<file path="src/hdl/cbc_pkg.sv">
// ----------------------------------------------------------------------------
// cbc_pkg
// Shared types and constants of the cartridge bank controller.
// ----------------------------------------------------------------------------
package cbc_pkg;

   typedef enum logic [1:0] {
      KIND_DATA  = 2'd0,
      KIND_ROM   = 2'd1,
      KIND_WRITE = 2'd2,
      KIND_BAD   = 2'd3
   } access_kind_type;

   localparam logic REQ_READ  = 1'b0;
   localparam logic REQ_WRITE = 1'b1;

   localparam logic [0:0] CSR_ROM_BANK_BITS = 1'd0;
   localparam logic [0:0] CSR_RAM_BANKS     = 1'd1;

   localparam logic [15:0] ENABLE_LAST   = 16'h1FFF;
   localparam logic [15:0] ROM_SEL_LAST  = 16'h3FFF;
   localparam logic [15:0] RAM_SEL_LAST  = 16'h5FFF;
   localparam logic [15:0] MODE_LAST     = 16'h7FFF;
   localparam logic [15:0] SAVE_FIRST    = 16'hA000;
   localparam logic [15:0] SAVE_LAST     = 16'hBFFF;

   localparam logic [3:0] RAM_ENABLE_KEY = 4'hA;
   localparam logic [7:0] OPEN_BUS_BYTE  = 8'hFF;

   localparam int RAM_BANK_BYTES   = 8192;
   localparam int RAM_OFFSET_BITS  = 13;
   localparam int RAM_INDEX_BITS   = 15;
   localparam int ROM_OFFSET_BITS  = 14;
   localparam int ROM_BANK_WIDTH   = 7;
   localparam int ROM_ADDR_BITS    = 21;
   localparam int QUEUE_DEPTH      = 2;

   typedef struct packed {
      access_kind_type            kind;
      logic [ROM_ADDR_BITS-1:0]   rom_address;
      logic [RAM_INDEX_BITS-1:0]  ram_index;
      logic                       ram_read;
      logic                       ram_write;
      logic [7:0]                 write_data;
   } queue_entry_type;

endpackage

</file>
<file path="src/hdl/cbc_queue.sv">
// ----------------------------------------------------------------------------
// cbc_queue
// Short FIFO of decoded entries between the front and back ends.
// ----------------------------------------------------------------------------
module cbc_queue (
   input  logic                     clock,
   input  logic                     reset,
   input  logic                     push,
   input  cbc_pkg::queue_entry_type push_entry,
   output logic                     full,
   output logic                     head_valid,
   output cbc_pkg::queue_entry_type head_entry,
   input  logic                     pop
);
   import cbc_pkg::*;

   localparam int PTR_BITS   = (QUEUE_DEPTH > 1) ? $clog2(QUEUE_DEPTH) : 1;
   localparam int COUNT_BITS = $clog2(QUEUE_DEPTH + 1);

   queue_entry_type         slot_ff [QUEUE_DEPTH];
   logic [PTR_BITS-1:0]     wr_ptr_ff, wr_ptr_in;
   logic [PTR_BITS-1:0]     rd_ptr_ff, rd_ptr_in;
   logic [COUNT_BITS-1:0]   count_ff, count_in;

   function automatic logic [PTR_BITS-1:0] next_ptr(input logic [PTR_BITS-1:0] ptr);
      if (ptr == PTR_BITS'(QUEUE_DEPTH - 1)) begin
         return '0;
      end
      return ptr + PTR_BITS'(1);
   endfunction

   assign full       = (count_ff == COUNT_BITS'(QUEUE_DEPTH));
   assign head_valid = (count_ff != '0);
   assign head_entry = slot_ff[rd_ptr_ff];

   always_comb begin
      wr_ptr_in = push ? next_ptr(wr_ptr_ff) : wr_ptr_ff;
      rd_ptr_in = pop  ? next_ptr(rd_ptr_ff) : rd_ptr_ff;
      count_in  = count_ff + COUNT_BITS'(push) - COUNT_BITS'(pop);
   end

   always_ff @(posedge clock) begin
      if (push) begin
         slot_ff[wr_ptr_ff] <= push_entry;
      end
   end

   always_ff @(posedge clock) begin
      if (reset) begin
         wr_ptr_ff <= '0;
         rd_ptr_ff <= '0;
         count_ff  <= '0;
      end else begin
         wr_ptr_ff <= wr_ptr_in;
         rd_ptr_ff <= rd_ptr_in;
         count_ff  <= count_in;
      end
   end

   a_no_pop_empty: assert property (@(posedge clock) disable iff (reset)
      !(pop && count_ff == '0))
      else $error("queue popped while empty");

   a_no_push_full: assert property (@(posedge clock) disable iff (reset)
      !(push && full && !pop))
      else $error("queue pushed while full");

   a_count_grows: assert property (@(posedge clock) disable iff (reset)
      (push && !pop) |=> count_ff == $past(count_ff) + COUNT_BITS'(1))
      else $error("queue count did not follow push");

endmodule

</file>
<file path="config.mk">
export PLATFORM = sky130hd
export DESIGN_NAME = cbc_queue
export DESIGN_NICKNAME = d
export VERILOG_FILES = /design/src/hdl/cbc_pkg.sv /design/src/hdl/cbc_queue.sv
export SDC_FILE = /design/constraint.sdc
export NUM_CORES = 1
export LEC_CHECK = 0
export ABC_CLOCK_PERIOD_IN_PS = 4650
export BUFFER_PORTS_ARGS = -buffer_cell sky130_fd_sc_hd__buf_2
export CAP_MARGIN = 0
export CORE_ASPECT_RATIO = 1.75
export CORE_MARGIN = 2
export CORE_UTILIZATION = 52
export DETAILED_ROUTE_END_ITERATION = 6
export MAX_ROUTING_LAYER = met4
export PLACE_DENSITY = 0.8
export REMOVE_ABC_BUFFERS = 1
export SLEW_MARGIN = 20
export SYNTH_ARGS = -nofsm -noshare
export SYNTH_HDL_FRONTEND = slang
export SYNTH_SLANG_ARGS = --single-unit
export TNS_END_PERCENT = 1
</file>
<file path="constraint.sdc">
create_clock -name clock -period 4.65 [get_ports clock]
set_input_delay 0.93 -clock clock [delete_from_list [all_inputs] [get_ports clock]]
set_output_delay 0.93 -clock clock [all_outputs]
set_load 0.05 [all_outputs]
</file>
Yosys cells after proc, flatten, opt, wreduce, memory -nomap -nowiden:

Memory sizes are Yosys's and may differ from the RTL's. A register that Yosys moved wholly into a read port is not among the register bits.
Cells that the tools add are included.
Widths: inputs -> output; s select.

* add/sub/neg operators: 4
* equality and inequality tests: 1
* mux-type cells: 10
* reduce and logical (&&, ||, !) cells: 1

Operators with widths (number)
* $mux 1: 10
* $add 1x1->1 const B: 2
* $add 2x1->2: 1
* $eq 2x2->1 const B: 1
* $reduce_bool 2->1: 1
* $sub 2x1->2: 1

* bits in registers: 4
* memory bits (writable): 96
* input port bits: 52
* output and inout bits: 50
* logic and storage cells: 20
* memories: 1

Memories
* slot_ff: words 2, bits a word 48, read ports 1, clocked after Yosys merged registers in 1, write ports 1, RTL line cbc_queue.sv:20 `queue_entry_type slot_ff [QUEUE_DEPTH];`

Logic depth before layout (Yosys ltp):

* depth in word-level cells: 4
* depth in mapped cells: 6
* depth with buffers taken out: 6

Worst setup path after synthesis:

Ideal clock, no wire load.

* path kind: input port to flip-flop
* from: input push
* to: memory slot_ff[0][0] (netlist name), enable pin
* setup time: 459 ps
* data arrival time: 3061 ps
* required time: 4191 ps
* slack: 1130 ps
* stages on the path: 1
* path buffers: 0
* path through: nor2b_1

* word-level cells in the longest chain between the ends: 2

RTL lines
* start, declared: RTL line cbc_queue.sv:8 `input logic push,`
* $mux 1: RTL line cbc_queue.sv:43 `if (push) begin`
* $mux 1 (implied by the code): RTL line cbc_queue.sv:44 `slot_ff[wr_ptr_ff] <= push_entry;`
* end, declared: RTL line cbc_queue.sv:20

No other way between the ends.

==> impl_metrics.ini <==
[run]
maxCapViolCount = 0

[min_path]
min_path_cells = 2
hp-class = register to register

[global_routing]
grt_use_met2_pct = 28.09
grt_overflow = 0
antenna_found_initial = 0
grt_usage_pct = 16.97
grt_max_degree = 49
grt_pass1_vias = 1885
grt_pass1_wl_um = 9011
gr-usage-met3_pct = 5.106
top_usage_layer = met2
met1_usage_pct = 17.49

[cts]
cts_resized = 0
clockBufferDepth = 2
cts_made_buffers = 9
cts_sinks = 101
clk_pin_slew_ps = 60
cts_setup_buffers = 0
clockRootBuffer = clkbuf_16
ctsHoldBuffers = 0
htreeDepth = 3
clock_latency_ps = 340
cts_tree = yes

[run_status]
outcome = completed

[final_layout]
diodes = 0
area_delta_synth_final_pct = 24.18
drive_gt1_share_pct = 59.51
nets = 333
fin_util_pct = 65.50
design_area_um2 = 4671

[sta]
finalMaxSlewViolations = 0
min_period_over_period_pct = 67.65
max_slew_margin_pct = 47.91
final.setup.tns_ps = 0
hold_ws_ps = 520.7
fin_worst_skew_ps = 5.292
hold_viol = 0
fmax_mhz = 317.9
tightest_slew_ps = 781.3
setup_viol_count_final = 0
period_minus_slack_ps = 3146
rsz0062_at_grt = false

[logic_synthesis]
seq_area_frac_synth_pct = 79.31
synth_async_sr_flop_share_pct = 0
yosys_warnings = 0
avgSynthCellArea_um2 = 22.12
yosys.area.top_type = edfxtp_1
synth_top_cell_area_share_pct = 76.65
synthTopCellsByCount = 96 x edfxtp_1, 28 x mux2_2, 20 x mux2_4
synth_area_um2 = 3761
synth.most_common_cell = edfxtp_1
ys.flop_type = edfxtp_1
ys_types = 14
synth_edf_count = 96
synth_area_leaders = edfxtp_1 77%, mux2_2 8.4%, mux2_4 8.0%, dfxtp_1 2.7%, buf_6 0.90%
syn-instance-count = 170
ys_ff_latch = 101

[die]
die_h_um = 116.5
rows = 41
die_x_um = 68.29
die_area_um2 = 7956
core_um2 = 7131
num_io_pins = 102
start_util_pct = 52.75

[pwr]
ir_worst_vdd_v = 0.0004795
pwr-share-comb_pct = 17.3
switching_share_pct = 26.27
switching_power_mw = 0.5891
seq_power_share_pct = 48.6
power_leakage_nw = 1.825
power.share.clock_pct = 34.2
power_per_cell_area_nw_per_um2 = 480.1
power_mw = 2.243
power.internal_mw = 1.653

[placement]
dpl.hpwl_um = 4254
numPortBuffers = 101
gp_congestion = 0.7117
dpl_cell_area_um2 = 4355

[route]
ant_nets = 0
vias_per_cell = 5.003
routed_wl_um = 6201
drc = 0
via_count = 1851
drtIter0Drc = 164
first_pass_iters = 4
routedWlPerCell_um = 16.76

[setup_path]
r2r_cells = 2
crit_path_start_kind = register
worstPathArrival_ps = 2220
crit_type = register to output port
required_ps = 3720
crit_fanout = 30
critPathCaptureType = output port
## path summary, 6_finish.rpt
path / end / from / slack [ps]
max: head_entry[14] / register / 1500
min: register / rd_ptr_ff$_SDFFE_PP0P_ / 520
max reg2reg: slot_ff[0][39]$_DFFE_PP_ / wr_ptr_ff$_SDFFE_PP0P_ / 2940
min reg2reg: register / rd_ptr_ff$_SDFFE_PP0P_ / 520
## cell families (layout without fill, tap and decap cells)
kind of cell  after synthesis  in the layout  share of synthesized area, %
fa+ha+maj                   2              2                        0.6652
xor+xnor                    3              3                         1.065
simple gates                9              9                         1.231
flops                     101            101                         79.31
buf+inv                     7            121                         1.364
mux                        48             48                         16.37
## critical path, stage by stage (launching register included)
cell and delay, ps:
dfxtp_2 840, buf_4 440, mux2_2 380, buf_2 210
## registers in the layout (all words and copies together) (netlist names), named ones only
name       cells
count_ff       2
rd_ptr_ff      1
slot_ff       96
wr_ptr_ff      1
## per-layer routing
metal	wire (um)	vias to the layer above	part of all wire (%)
met3	371	8	6.0
met5	0	-	0
met4	121	0	2.0
met1	2222	901	36
met2	3486	59	56
li1	-	883	-
## cell usage in the layout (no fill, tap or decap)
master      instances
dfxtp_2             1
nor2b_4             1
xnor2_1             2
or2_2               1
dfxtp_1             4
clkinv_1            2
clkinvlp_4          1
clkinv_2            1
nor2_1              4
bufinv_16           2
inv_1               2
buf_2             101
clkbuf_16           9
edfxtp_1           96
inv_6               1
and2_4              1
mux2_2             28
buf_4               2
mux2_4             20
ha_1                2
nor2b_1             2
xnor3_1             1
## cell type report
cell class,instances,area [um2]
Inverter,2,7.507
Clock inverter,7,88.84
Multi-Input combinational cell,62,737.0
Tap cell,86,107.6
Clock buffer,9,225.2
Sequential cell,101,2984
Fill cell,510,2460
Timing Repair Buffer,103,520.5
## through the flow
step,setup WS [ps],std cells
finish,1504,370
global route,1360,370
CTS,1444,370
detailed placement,1815,354
global placement,1843,354
floorplan,1130,165
## power groups by stage
stage	Combinational [mW]	Clock, mW	Sequential [mW]
2_1_floorplan	0.297	0	1.11
3_3_place_gp	0.386	0	1.10
3_5_place_dp	0.391	0	1.11
4_1_cts	0.392	0.782	1.09
5_1_grt	0.409	0.815	1.10
6_report	0.387	0.767	1.09
No activity file was read; power rests on OpenSTA's default activity.
