**config.mk**
```make
export PLATFORM = sky130hd
export DESIGN_NAME = cbc_front_flat
export DESIGN_NICKNAME = d
export VERILOG_FILES = /design/src/hdl/cbc_pkg.sv /design/src/hdl/cbc_req_if.sv /design/src/hdl/cbc_front.sv /design/src/flat_wrapper.sv
export SDC_FILE = /design/constraint.sdc
export NUM_CORES = 1
export LEC_CHECK = 0
export ABC_AREA = 1
export BUFFER_PORTS_ARGS = -buffer_cell sky130_fd_sc_hd__buf_2
export CAP_MARGIN = 25
export CORE_MARGIN = 2
export CORE_UTILIZATION = 37
export CTS_CLUSTER_SIZE = 28
export DETAILED_ROUTE_END_ITERATION = 8
export GPL_TIMING_DRIVEN = 0
export PLACE_DENSITY = 0.76
export SYNTH_ARGS = -nofsm -noshare
export SYNTH_HDL_FRONTEND = slang
export SYNTH_SLANG_ARGS = --single-unit
```
**constraint.sdc**
```tcl
create_clock -name clock -period 1.2 [get_ports clock]
set_clock_uncertainty 0.05 [all_clocks]
set_input_delay 0 -clock clock [delete_from_list [all_inputs] [get_ports clock]]
set_output_delay 0 -clock clock [all_outputs]
set_load 0.005 [all_outputs]
```
**src/hdl/cbc_pkg.sv**
```systemverilog
// ----------------------------------------------------------------------------
// cbc_pkg
// Shared types and constants of the cartridge bank controller.
// ----------------------------------------------------------------------------
package cbc_pkg;

   typedef enum logic [1:0] {
      KIND_DATA  = 2'd0,
      KIND_ROM   = 2'd1,
      KIND_WRITE = 2'd2,
      KIND_BAD   = 2'd3
   } access_kind_type;

   localparam logic REQ_READ  = 1'b0;
   localparam logic REQ_WRITE = 1'b1;

   localparam logic [0:0] CSR_ROM_BANK_BITS = 1'd0;
   localparam logic [0:0] CSR_RAM_BANKS     = 1'd1;

   localparam logic [15:0] ENABLE_LAST   = 16'h1FFF;
   localparam logic [15:0] ROM_SEL_LAST  = 16'h3FFF;
   localparam logic [15:0] RAM_SEL_LAST  = 16'h5FFF;
   localparam logic [15:0] MODE_LAST     = 16'h7FFF;
   localparam logic [15:0] SAVE_FIRST    = 16'hA000;
   localparam logic [15:0] SAVE_LAST     = 16'hBFFF;

   localparam logic [3:0] RAM_ENABLE_KEY = 4'hA;
   localparam logic [7:0] OPEN_BUS_BYTE  = 8'hFF;

   localparam int RAM_BANK_BYTES   = 8192;
   localparam int RAM_OFFSET_BITS  = 13;
   localparam int RAM_INDEX_BITS   = 15;
   localparam int ROM_OFFSET_BITS  = 14;
   localparam int ROM_BANK_WIDTH   = 7;
   localparam int ROM_ADDR_BITS    = 21;
   localparam int QUEUE_DEPTH      = 2;

   typedef struct packed {
      access_kind_type            kind;
      logic [ROM_ADDR_BITS-1:0]   rom_address;
      logic [RAM_INDEX_BITS-1:0]  ram_index;
      logic                       ram_read;
      logic                       ram_write;
      logic [7:0]                 write_data;
   } queue_entry_type;

endpackage

```
**src/hdl/cbc_req_if.sv**
```systemverilog
// ----------------------------------------------------------------------------
// cbc_req_if
// Request channel: one bus access per transfer.
// ----------------------------------------------------------------------------
interface cbc_req_if;
   logic        valid;
   logic        ready;
   logic        req_type;
   logic [15:0] address;
   logic [7:0]  write_data;

   modport source (output valid, req_type, address, write_data, input ready);
   modport sink   (input valid, req_type, address, write_data, output ready);
endinterface

```
**src/hdl/cbc_front.sv**
```systemverilog
// ----------------------------------------------------------------------------
// cbc_front
// Request decode: holds the bank control state and CSRs, classifies each
// request and pushes a decoded entry toward the back end.
// ----------------------------------------------------------------------------
module cbc_front #(
   parameter int RAM_BANK_COUNT = 4
) (
   input  logic                     clock,
   input  logic                     reset,
   cbc_req_if.sink                  req,
   input  logic                     csr_write_enable,
   input  logic [0:0]               csr_index,
   input  logic [2:0]               csr_write_data,
   input  logic                     queue_full,
   output logic                     push,
   output cbc_pkg::queue_entry_type push_entry
);
   import cbc_pkg::*;

   logic       ram_enable_ff, ram_enable_in;
   logic [4:0] rom_bank_select_ff, rom_bank_select_in;
   logic [1:0] ram_bank_select_ff, ram_bank_select_in;
   logic       bank_mode_ff, bank_mode_in;
   logic [2:0] rom_bank_bits_ff, rom_bank_bits_in;
   logic [2:0] ram_banks_ff, ram_banks_in;

   logic [ROM_BANK_WIDTH-1:0] rom_mask;
   logic [ROM_BANK_WIDTH-1:0] rom_bank;
   logic [2:0]                banks_used;
   logic [1:0]                ram_bank_raw;
   logic [1:0]                ram_bank;
   logic                      ram_ok;
   logic [RAM_INDEX_BITS-1:0] ram_index_full;
   logic [15:0]               addr;
   logic [7:0]                data;

   assign req.ready = !queue_full;
   assign push      = req.valid && !queue_full;
   assign addr      = req.address;
   assign data      = req.write_data;

   assign rom_mask = ROM_BANK_WIDTH'((8'd1 << rom_bank_bits_ff) - 8'd1);

   always_comb begin
      if (ram_banks_ff > 3'(RAM_BANK_COUNT)) begin
         banks_used = 3'(RAM_BANK_COUNT);
      end else begin
         banks_used = ram_banks_ff;
      end
      ram_bank_raw = bank_mode_ff ? ram_bank_select_ff : 2'd0;
      unique case (banks_used)
         3'd0, 3'd1: ram_bank = 2'd0;
         3'd2:       ram_bank = {1'b0, ram_bank_raw[0]};
         3'd3:       ram_bank = (ram_bank_raw == 2'd3) ? 2'd0 : ram_bank_raw;
         default:    ram_bank = ram_bank_raw;
      endcase
      ram_ok         = (banks_used != 3'd0) && ram_enable_ff;
      ram_index_full = {ram_bank, addr[RAM_OFFSET_BITS-1:0]};
   end

   always_comb begin
      ram_enable_in      = ram_enable_ff;
      rom_bank_select_in = rom_bank_select_ff;
      ram_bank_select_in = ram_bank_select_ff;
      bank_mode_in       = bank_mode_ff;
      rom_bank           = '0;

      push_entry             = '0;
      push_entry.ram_index   = ram_index_full;
      push_entry.write_data  = data;

      if (req.req_type == REQ_WRITE) begin
         push_entry.kind = KIND_WRITE;
         priority if (addr <= ENABLE_LAST) begin
            ram_enable_in = (data[3:0] == RAM_ENABLE_KEY);
         end else if (addr <= ROM_SEL_LAST) begin
            rom_bank_select_in = (data[4:0] == 5'd0) ? 5'd1 : data[4:0];
         end else if (addr <= RAM_SEL_LAST) begin
            ram_bank_select_in = data[1:0];
         end else if (addr <= MODE_LAST) begin
            bank_mode_in = data[0];
         end else if (addr >= SAVE_FIRST && addr <= SAVE_LAST) begin
            push_entry.ram_write = ram_ok;
         end else begin
         end
      end else begin
         priority if (addr <= ROM_SEL_LAST) begin
            push_entry.kind = KIND_ROM;
            if (bank_mode_ff) begin
               rom_bank = {ram_bank_select_ff, 5'd0} & rom_mask;
            end
            push_entry.rom_address = {rom_bank, addr[ROM_OFFSET_BITS-1:0]};
         end else if (addr <= MODE_LAST) begin
            push_entry.kind = KIND_ROM;
            rom_bank = {2'd0, rom_bank_select_ff} & rom_mask;
            push_entry.rom_address = {rom_bank, addr[ROM_OFFSET_BITS-1:0]};
         end else if (addr >= SAVE_FIRST && addr <= SAVE_LAST) begin
            push_entry.kind     = KIND_DATA;
            push_entry.ram_read = ram_ok;
         end else begin
            push_entry.kind = KIND_BAD;
         end
      end

      if (!push) begin
         ram_enable_in      = ram_enable_ff;
         rom_bank_select_in = rom_bank_select_ff;
         ram_bank_select_in = ram_bank_select_ff;
         bank_mode_in       = bank_mode_ff;
      end
   end

   always_comb begin
      rom_bank_bits_in = rom_bank_bits_ff;
      ram_banks_in     = ram_banks_ff;
      if (csr_write_enable) begin
         unique case (csr_index)
            CSR_ROM_BANK_BITS: rom_bank_bits_in = csr_write_data;
            CSR_RAM_BANKS:     ram_banks_in     = csr_write_data;
         endcase
      end
   end

   always_ff @(posedge clock) begin
      if (reset) begin
         ram_enable_ff      <= 1'b0;
         rom_bank_select_ff <= 5'd1;
         ram_bank_select_ff <= 2'd0;
         bank_mode_ff       <= 1'b0;
         rom_bank_bits_ff   <= 3'd1;
         ram_banks_ff       <= 3'd0;
      end else begin
         ram_enable_ff      <= ram_enable_in;
         rom_bank_select_ff <= rom_bank_select_in;
         ram_bank_select_ff <= ram_bank_select_in;
         bank_mode_ff       <= bank_mode_in;
         rom_bank_bits_ff   <= rom_bank_bits_in;
         ram_banks_ff       <= ram_banks_in;
      end
   end

endmodule

```
**src/flat_wrapper.sv**
```systemverilog
// flat-port wrapper written by rule: the top's interface ports become plain ports
module cbc_front_flat import cbc_pkg::*;
#(
   parameter int RAM_BANK_COUNT = 4
)
  (clock, reset, csr_write_enable, csr_index, csr_write_data, queue_full, push, push_entry, req_valid, req_req_type, req_address, req_write_data, req_ready);
  cbc_req_if req_i ();
  input  logic clock;
  input  logic reset;
  input  logic csr_write_enable;
  input  logic [0:0] csr_index;
  input  logic [2:0] csr_write_data;
  input  logic queue_full;
  output logic push;
  output cbc_pkg::queue_entry_type push_entry;
  input wire logic [$bits(req_i.valid)-1:0] req_valid;
  input wire logic [$bits(req_i.req_type)-1:0] req_req_type;
  input wire logic [$bits(req_i.address)-1:0] req_address;
  input wire logic [$bits(req_i.write_data)-1:0] req_write_data;
  output wire logic [$bits(req_i.ready)-1:0] req_ready;
  assign req_i.valid = req_valid;
  assign req_i.req_type = req_req_type;
  assign req_i.address = req_address;
  assign req_i.write_data = req_write_data;
  assign req_ready = req_i.ready;
  cbc_front #(.RAM_BANK_COUNT(RAM_BANK_COUNT)) u_core (.clock(clock), .reset(reset), .req(req_i), .csr_write_enable(csr_write_enable), .csr_index(csr_index), .csr_write_data(csr_write_data), .queue_full(queue_full), .push(push), .push_entry(push_entry));
endmodule
```
# Word-level counts from Yosys, hierarchy flattened
# Index checks and enable logic that the tools add are counted.
# W data, S select, Z words.
classes:
  n_addsub: 1
  magnitude_cmp: 7
  eq_ne: 5
  shifts: 1
  muxes: 20
  bitwise_logic: 6
  reduce_logical: 14
ops:
  columns: ["operator", "n"]
  rows:
  - ["$mux W21", 2]
  - ["$le A16 B15 Y1 const B", 2]
  - ["$mux W23", 1]
  - ["$ge A16 B16 Y1 const B", 1]
  - ["$le A16 B13 Y1 const B", 1]
  - ["$le A16 B14 Y1 const B", 1]
  - ["$le A16 B16 Y1 const B", 1]
  - ["$mux W2", 5]
  - ["$mux W1", 8]
  - ["$and A5 B7 Y7", 1]
  - ["$and A7 B7 Y7", 1]
  - ["$mux W7", 1]
  - ["$shl A1 B3 Y7 const A", 1]
  - ["$sub A7 B1 Y7 const B", 1]
  - ["$eq A3 B2 Y1 const B", 2]
  - ["$pmux W2 S3", 1]
  - ["$reduce_and A6 Y1", 1]
  - ["$logic_not A5 Y1", 1]
  - ["$mux W5", 1]
  - ["$reduce_and A5 Y1", 1]
  - ["$eq A4 B4 Y1 const B", 1]
  - ["$not A1 Y1", 4]
  - ["$reduce_and A2 Y1", 2]
  - ["$reduce_and A4 Y1", 1]
  - ["other kinds (10)", 12]
word_totals:
  ff_bits: 15
  input_bits: 34
  word_cells: 60

# Depth between registers and ports, before layout
# Gate-level depths: netlist of the first run.
logic_depth:
  word_depth: 10
  ltp_mapped: 9
  depth_no_buf: 9

# Worst setup path after synthesis of the first run
# OpenSTA, ideal clock, no wires.
synth_timing:
  kind: "register to output"
  from: "reg u_core.rom_bank_bits_ff[1]"
  to: "out push_entry[40] (netlist name)"
  arrival_ps: 1101
  required_time_ps: 1150
  setup_slack_ps: 49
  path_stages_with_launch: 7
  cell_sequence: "dfxtp_1 inv_1 nand2_1 nor2_1 inv_1 ha_1 nor3b_1"
synth_rtl:
  columns: ["element", "line", "rtl"]
  rows:
  - ["from (decl)", "cbc_front.sv:25", "logic [2:0] rom_bank_bits_ff, rom_bank_bits_in;"]
  - ["from (signal assigned)", "cbc_front.sv:138", "rom_bank_bits_ff <= rom_bank_bits_in;"]
  - ["to (decl)", "flat_wrapper.sv:15", "output cbc_pkg::queue_entry_type push_entry;"]

==> results of run 1 <==
==> flip-flops by register name, indices dropped and copies added (netlist names) <==
register and cells:
u_core.bank_mode_ff 1, u_core.ram_bank_select_ff 2, u_core.ram_banks_ff 3, u_core.ram_enable_ff 1, u_core.rom_bank_bits_ff 3, u_core.rom_bank_select_ff 5
==> logic make-up after synthesis <==
| logic type | after synthesis | synth area share |
|---|---|---|
| buffers and inverters | 50 | 0.2331 |
| adders and majority gates | 1 | 0.01022 |
| and+or+nand+nor | 119 | 0.4264 |
| DFF | 15 | 0.2454 |
| AOI/OAI and AO/OA | 20 | 0.08487 |
==> area by class of cell <==
type / instances / area (um2) / area share
Sequential cell: 15 / 310.3 / 0.1616
Inverter: 25 / 98.84 / 0.05147
Multi-Input combinational cell: 140 / 728.2 / 0.3792
Buffer: 25 / 191.4 / 0.09967
Tap cell: 44 / 55.05 / 0.02866
Clock buffer: 4 / 26.28 / 0.01368
Timing Repair Buffer: 92 / 510.5 / 0.2658
==> critical path: stages (launching register included) <==
cell	delay, ns
dfxtp_2	0.34
inv_4	0.08
nand2_4	0.06
nor2_4	0.08
inv_2	0.05
ha_4	0.16
and2_1	0.15
nor2_1	0.11
buf_2	0.13
==> layout by cell type (no fill, tap or decap), drive strengths merged, types with 4 or more instances in the layout <==
cell type and count:
a21oi 7, buf 108, clkbuf 6, dfxtp 15
dlygate4sd3 7, inv 25, nand2 52, nand3 8
nor2 51, nor3 4, o21ai 11
==> metal layers <==
layer,vias up,part of all wire
li1,807,-
met1,651,0.43
met2,60,0.46
met3,4,0.094
met4,0,0.0075
met5,-,0
==> how the worst max path moves through the flow <==
stage                               startpoint        endpoint  cells after the start
finish              u_core.rom_bank_bits_ff[1]  push_entry[41]                      8
detailed placement  u_core.rom_bank_bits_ff[1]  push_entry[43]                     10
floorplan           u_core.rom_bank_bits_ff[1]  push_entry[40]                      6
CTS                 u_core.rom_bank_bits_ff[1]  push_entry[43]                     10
global placement    u_core.rom_bank_bits_ff[1]  push_entry[43]                     10
global route        u_core.rom_bank_bits_ff[0]  push_entry[41]                      8
==> power by group <==
group	internal, mW	switching (mW)	total (mW)
combinational	0.228	0.216	0.445
clock	0.129	0.153	0.282
sequential	0.516	0.0187	0.535
total	0.874	0.388	1.26
==> what timing repair did <==
action	in CTS	in global routing
endpoints found under the hold margin	7	0
resized for setup	16	26
setup endpoints to repair	8	10
hold buffers	7	0
pin swaps	6	8
setup buffers	5	2
==> through the flow <==
step                instances  power (mW)  cell area (um2)
finish                    345       1.262             1921
global route              345       1.351             1921
CTS                       343       1.230             1832
detailed placement        328      0.9067             1674
global placement          328      0.9019             1674
floorplan                 205      0.7497             1224
==> qor.yml, run 1 <==
outcome:
  status: "finished with violations"
  failed_checks: "setup timing"
placement:
  pre_cts_ws_ns: -0.1988
  portBuffers: 79
  dpl.hpwl_mm: 2.756
  place_congestion: 0.8415
clock_tree:
  cts-root-buf: "clkbuf_4"
  clkSinkCount: 15
  cts_buffer_depth: 2
  numCtsBuffers: 3
  insertion_delay_ns: 0.28
  cts_htree_levels: 1
  path_clk_slew_ns: 0.09
  tritoncts: "built"
logic_synthesis:
  yosys-top-cells-area: "dfxtp_1 25%, nand2_1 16%, nor2_1 14%"
  syn_area_mm2: 0.001224
  synthArstFlopShare: 0
  yosys_warnings: 0
  yosysTopAreaCell: "dfxtp_1"
  synth_most_common_cell: "nand2_1"
  synth_top_area_frac: 0.2454
  synth_edf_count: 0
  synth-main-ff-cell: "dfxtp_1"
  yosys-top-cells-count: "51 x nand2_1, 47 x nor2_1, 24 x inv_1"
  synthCells: 205
  synth_cell_types: 26
  syn_avg_cell_area_um2: 5.969
  syn_nets: 240
  ys_seq_area_frac: 0.2454
  ys_ff_latch: 15
setup_path:
  cp_data_arrival_time_ns: 1.43
  critical_path_class: "flop to output port"
  r2r_start: "u_core.rom_bank_bits_ff[0]"
  end_kind: "output port"
  critical_path.max_fanout: 4
  r2r_cells: 3
  crit_required_ns: 1.15
  critPathLaunchType: "flop"
  timing.rr.end: "u_core.rom_bank_bits_ff[0]"
  r2r_slack_ns: 0.39
sta:
  rsz0062_at_grt: "true"
  max_slew_margin: 0.7364
  post-route-period-util: 1.233
  hold_viol: 0
  fmax_ghz: 0.6760
  slew_violations: 0
  fin_crit_ns: 1.479
  finalSetupTns_ns: -1.159
  setup_ws_ns: -0.2794
  worst_pin_slew_ns: 0.3954
  hold_slack_ns: 0.002152
  setup_viol: 6
routing:
  routed-via-count: 1522
  drt.antenna.violating_nets: 0
  drc_errors: 0
  viasPerCell: 4.412
  routed_wl_mm: 3.481
  drt_iter0_markers: 66
  wl_per_cell_um: 10.09
  drt-pass1-iter-count: 4
global_routing:
  grt_pass1_vias: 1277
  gr-total-overflow: 0
  busiest_layer: "met2"
  grt_pass1_wl_mm: 5.230
  track_usage: 0.1787
  use_met2: 0.3278
  use_met1: 0.2145
  antenna_found_initial: 0
  grt_util_met3: 0.02941
  grt_start_max_net_pins: 11
cells_and_area:
  n_fill_cell: 312
  antenna_cells: 0
  nNetsFinal: 337
  synthToLayoutAreaGrowth_pct: 56.95
  layout-drive-gt1-share: 0.5017
  utilization: 0.6190
job:
  maxCapViolations: 0
floorplan:
  die_x_um: 61.51
  die_area_mm2: 0.003783
  start_util: 0.3944
  fp.dieH_um: 61.51
  core-area_mm2: 0.003103
  fp-row-count: 20
  ios: 84
power_and_ir_drop:
  ir_drop_mv: 0.4068
  leakage_nw: 1.048
  p_per_area_mw_per_mm2: 656.8
hold_path:
  holdCritPathClass: "primary input to flop"
  min_from: "req_write_data[4]"
  whs_path_depth: 5
  whs_endpoint: "u_core.rom_bank_select_ff[4]"
Note: power is estimated with default switching activity, not from simulation.
==> run 2: changes to the inputs <==
CORE_ASPECT_RATIO = 2   (was not set)
==> qor.yml, run 2 (synthesis gave the netlist of run 1 again) <==
cells_and_area:
  final_cells: 335
  top_regs: "u_core.rom_bank_select_ff (5), u_core.ram_banks_ff (3), u_core.rom_bank_bits_ff (3)"
  antenna_cells: 0
  regMostFlops: "u_core.rom_bank_select_ff"
  synthToLayoutAreaGrowth_pct: 56.65
  final_common_cell: "buf_2"
  nNetsFinal: 340
  layout-drive-gt1-share: 0.4901
  largest_reg_flops: 5
  final_cell_mix: "80 x buf_2, 48 x nand2_1, 44 x nor2_1, 32 x buf_4, 18 x inv_1"
  final_area_mm2: 0.001917
setup_path:
  critical_path.max_fanout: 4
  cp_slowest_cell: "dfxtp_2"
  end_kind: "output port"
  cp_data_arrival_time_ns: 1.43
  crit_required_ns: 1.15
  crit_chain: "inv_4 -> nand2_4 -> nor2_2 -> inv_2 -> ha_4 -> nand3_2 -> nand3_1 -> nor2_1 -> buf_2"
  critPathLaunchType: "flop"
  cp_slowest_stage_delay_ns: 0.33
  critical_path_class: "flop to output port"
floorplan:
  core-area_mm2: 0.003157
  fp-row-count: 29
  die_area_mm2: 0.003811
  fp.dieH_um: 85.33
  ios: 84
  die_x_um: 44.67
  start_util: 0.3876
clock_tree:
  insertion_delay_ns: 0.25
  cts-root-buf: "clkbuf_8"
  path_clk_slew_ns: 0.06
  cts_buffer_depth: 2
  tritoncts: "built"
  cts_htree_levels: 1
  clkSinkCount: 15
  numCtsBuffers: 3
sta:
  hold_viol: 0
  post-route-period-util: 1.234
  setup_viol: 6
  worst_pin_slew_ns: 0.3902
  hold_slack_ns: 0.01268
  fin_crit_ns: 1.480
  setup_ws_ns: -0.2803
  rsz0062_at_grt: "true"
  slew_violations: 0
  fmax_ghz: 0.6755
  max_slew_margin: 0.7399
global_routing:
  grt_start_max_net_pins: 11
  antenna_found_initial: 0
  gr-total-overflow: 0
  grt_pass1_vias: 1416
  grt_pass1_wl_mm: 5.416
  busiest_layer: "met2"
  use_met2: 0.3650
  grt_util_met3: 0.03404
  track_usage: 0.1872
  use_met1: 0.1523
routing:
  viasPerCell: 4.573
  routed-via-count: 1532
  drt.antenna.violating_nets: 0
  routed_wl_mm: 3.579
  drc_errors: 0
  drt_iter0_markers: 18
  wl_per_cell_um: 10.68
  drt-pass1-iter-count: 4
outcome:
  failed_checks: "setup timing"
  status: "finished with violations"
hold_path:
  holdCritPathClass: "primary input to flop"
placement:
  place_congestion: 0.8105
  place_area_mm2: 0.001658
  placed_cells: 315
  dpl.hpwl_mm: 2.836
  portBuffers: 79
power_and_ir_drop:
  p_per_area_mw_per_mm2: 729.8
  ir_drop_mv: 0.6163
  leakage_nw: 1.068
  total_power_mw: 1.399
job:
  maxCapViolations: 0
## run 2: changes by cell type in the layout (fill, tap and decap cells not counted), sizes merged
cell | before | now
buf | 108 | 113
dlygate4sd3 | 7 | 5
## run 2: layout make-up
class                   count  area (um2)
fillers                   293        1240
multi-input cells         140       705.7
repair buffers             95       528.0
flip-flops and latches     15       309.0
plain buffers              25       191.4
inverters                  25       98.84
clock buffers               4       45.04
well taps                  31       38.79
## run 2: final timing paths
check	from	end	slack [ns]	cells after the start
max	u_core.rom_bank_bits_ff[1]	push_entry[45]	-0.28	9
min	reset	u_core.rom_bank_bits_ff[1]	0.01	4
max reg2reg	u_core.rom_bank_bits_ff[0]	u_core.rom_bank_bits_ff[0]	0.40	3
min reg2reg	u_core.rom_bank_select_ff[4]	u_core.rom_bank_select_ff[4]	0.44	2
## run 2: per-stage QoR
step	setup WS (ns)	utilization	TNS, ns
after floorplan	0.04915	-	0
after global placement	-0.1847	0.5252	-0.6431
after detailed placement	-0.1925	0.5252	-0.6597
after CTS	-0.2929	0.5886	-1.149
after global routing	-0.3567	0.6072	-1.690
final	-0.2803	0.6072	-1.295
## run 2: timing repair
item / 4_1_cts / 5_1_grt
buffers inserted: 9 / 3
resized for setup: 16 / 18
pin swaps: 7 / 8
hold buffers: 5 / 0
setup endpoints to repair: 8 / 12
hold endpoints to repair: 4 / 0
## run 2: critical path, delay by kind of cell, from the launching register on
| kind | cells | cell delay, ns |
|---|---|---|
| simple gates | 5 | 0.42 |
| flops | 1 | 0.33 |
| fa+ha+maj | 1 | 0.17 |
| buf+inv | 3 | 0.26 |
## run 2: per-layer routing
layer	share of wire	wire, um
met5	0	0
met4	0.037	132
met3	0.086	308
met2	0.54	1950
met1	0.33	1187
## run 2: report_power, final
group | switching [mW] | internal [mW] | total [mW]
clock network | 0.181 | 0.236 | 0.417
registers | 0.0175 | 0.516 | 0.534
logic | 0.218 | 0.231 | 0.448
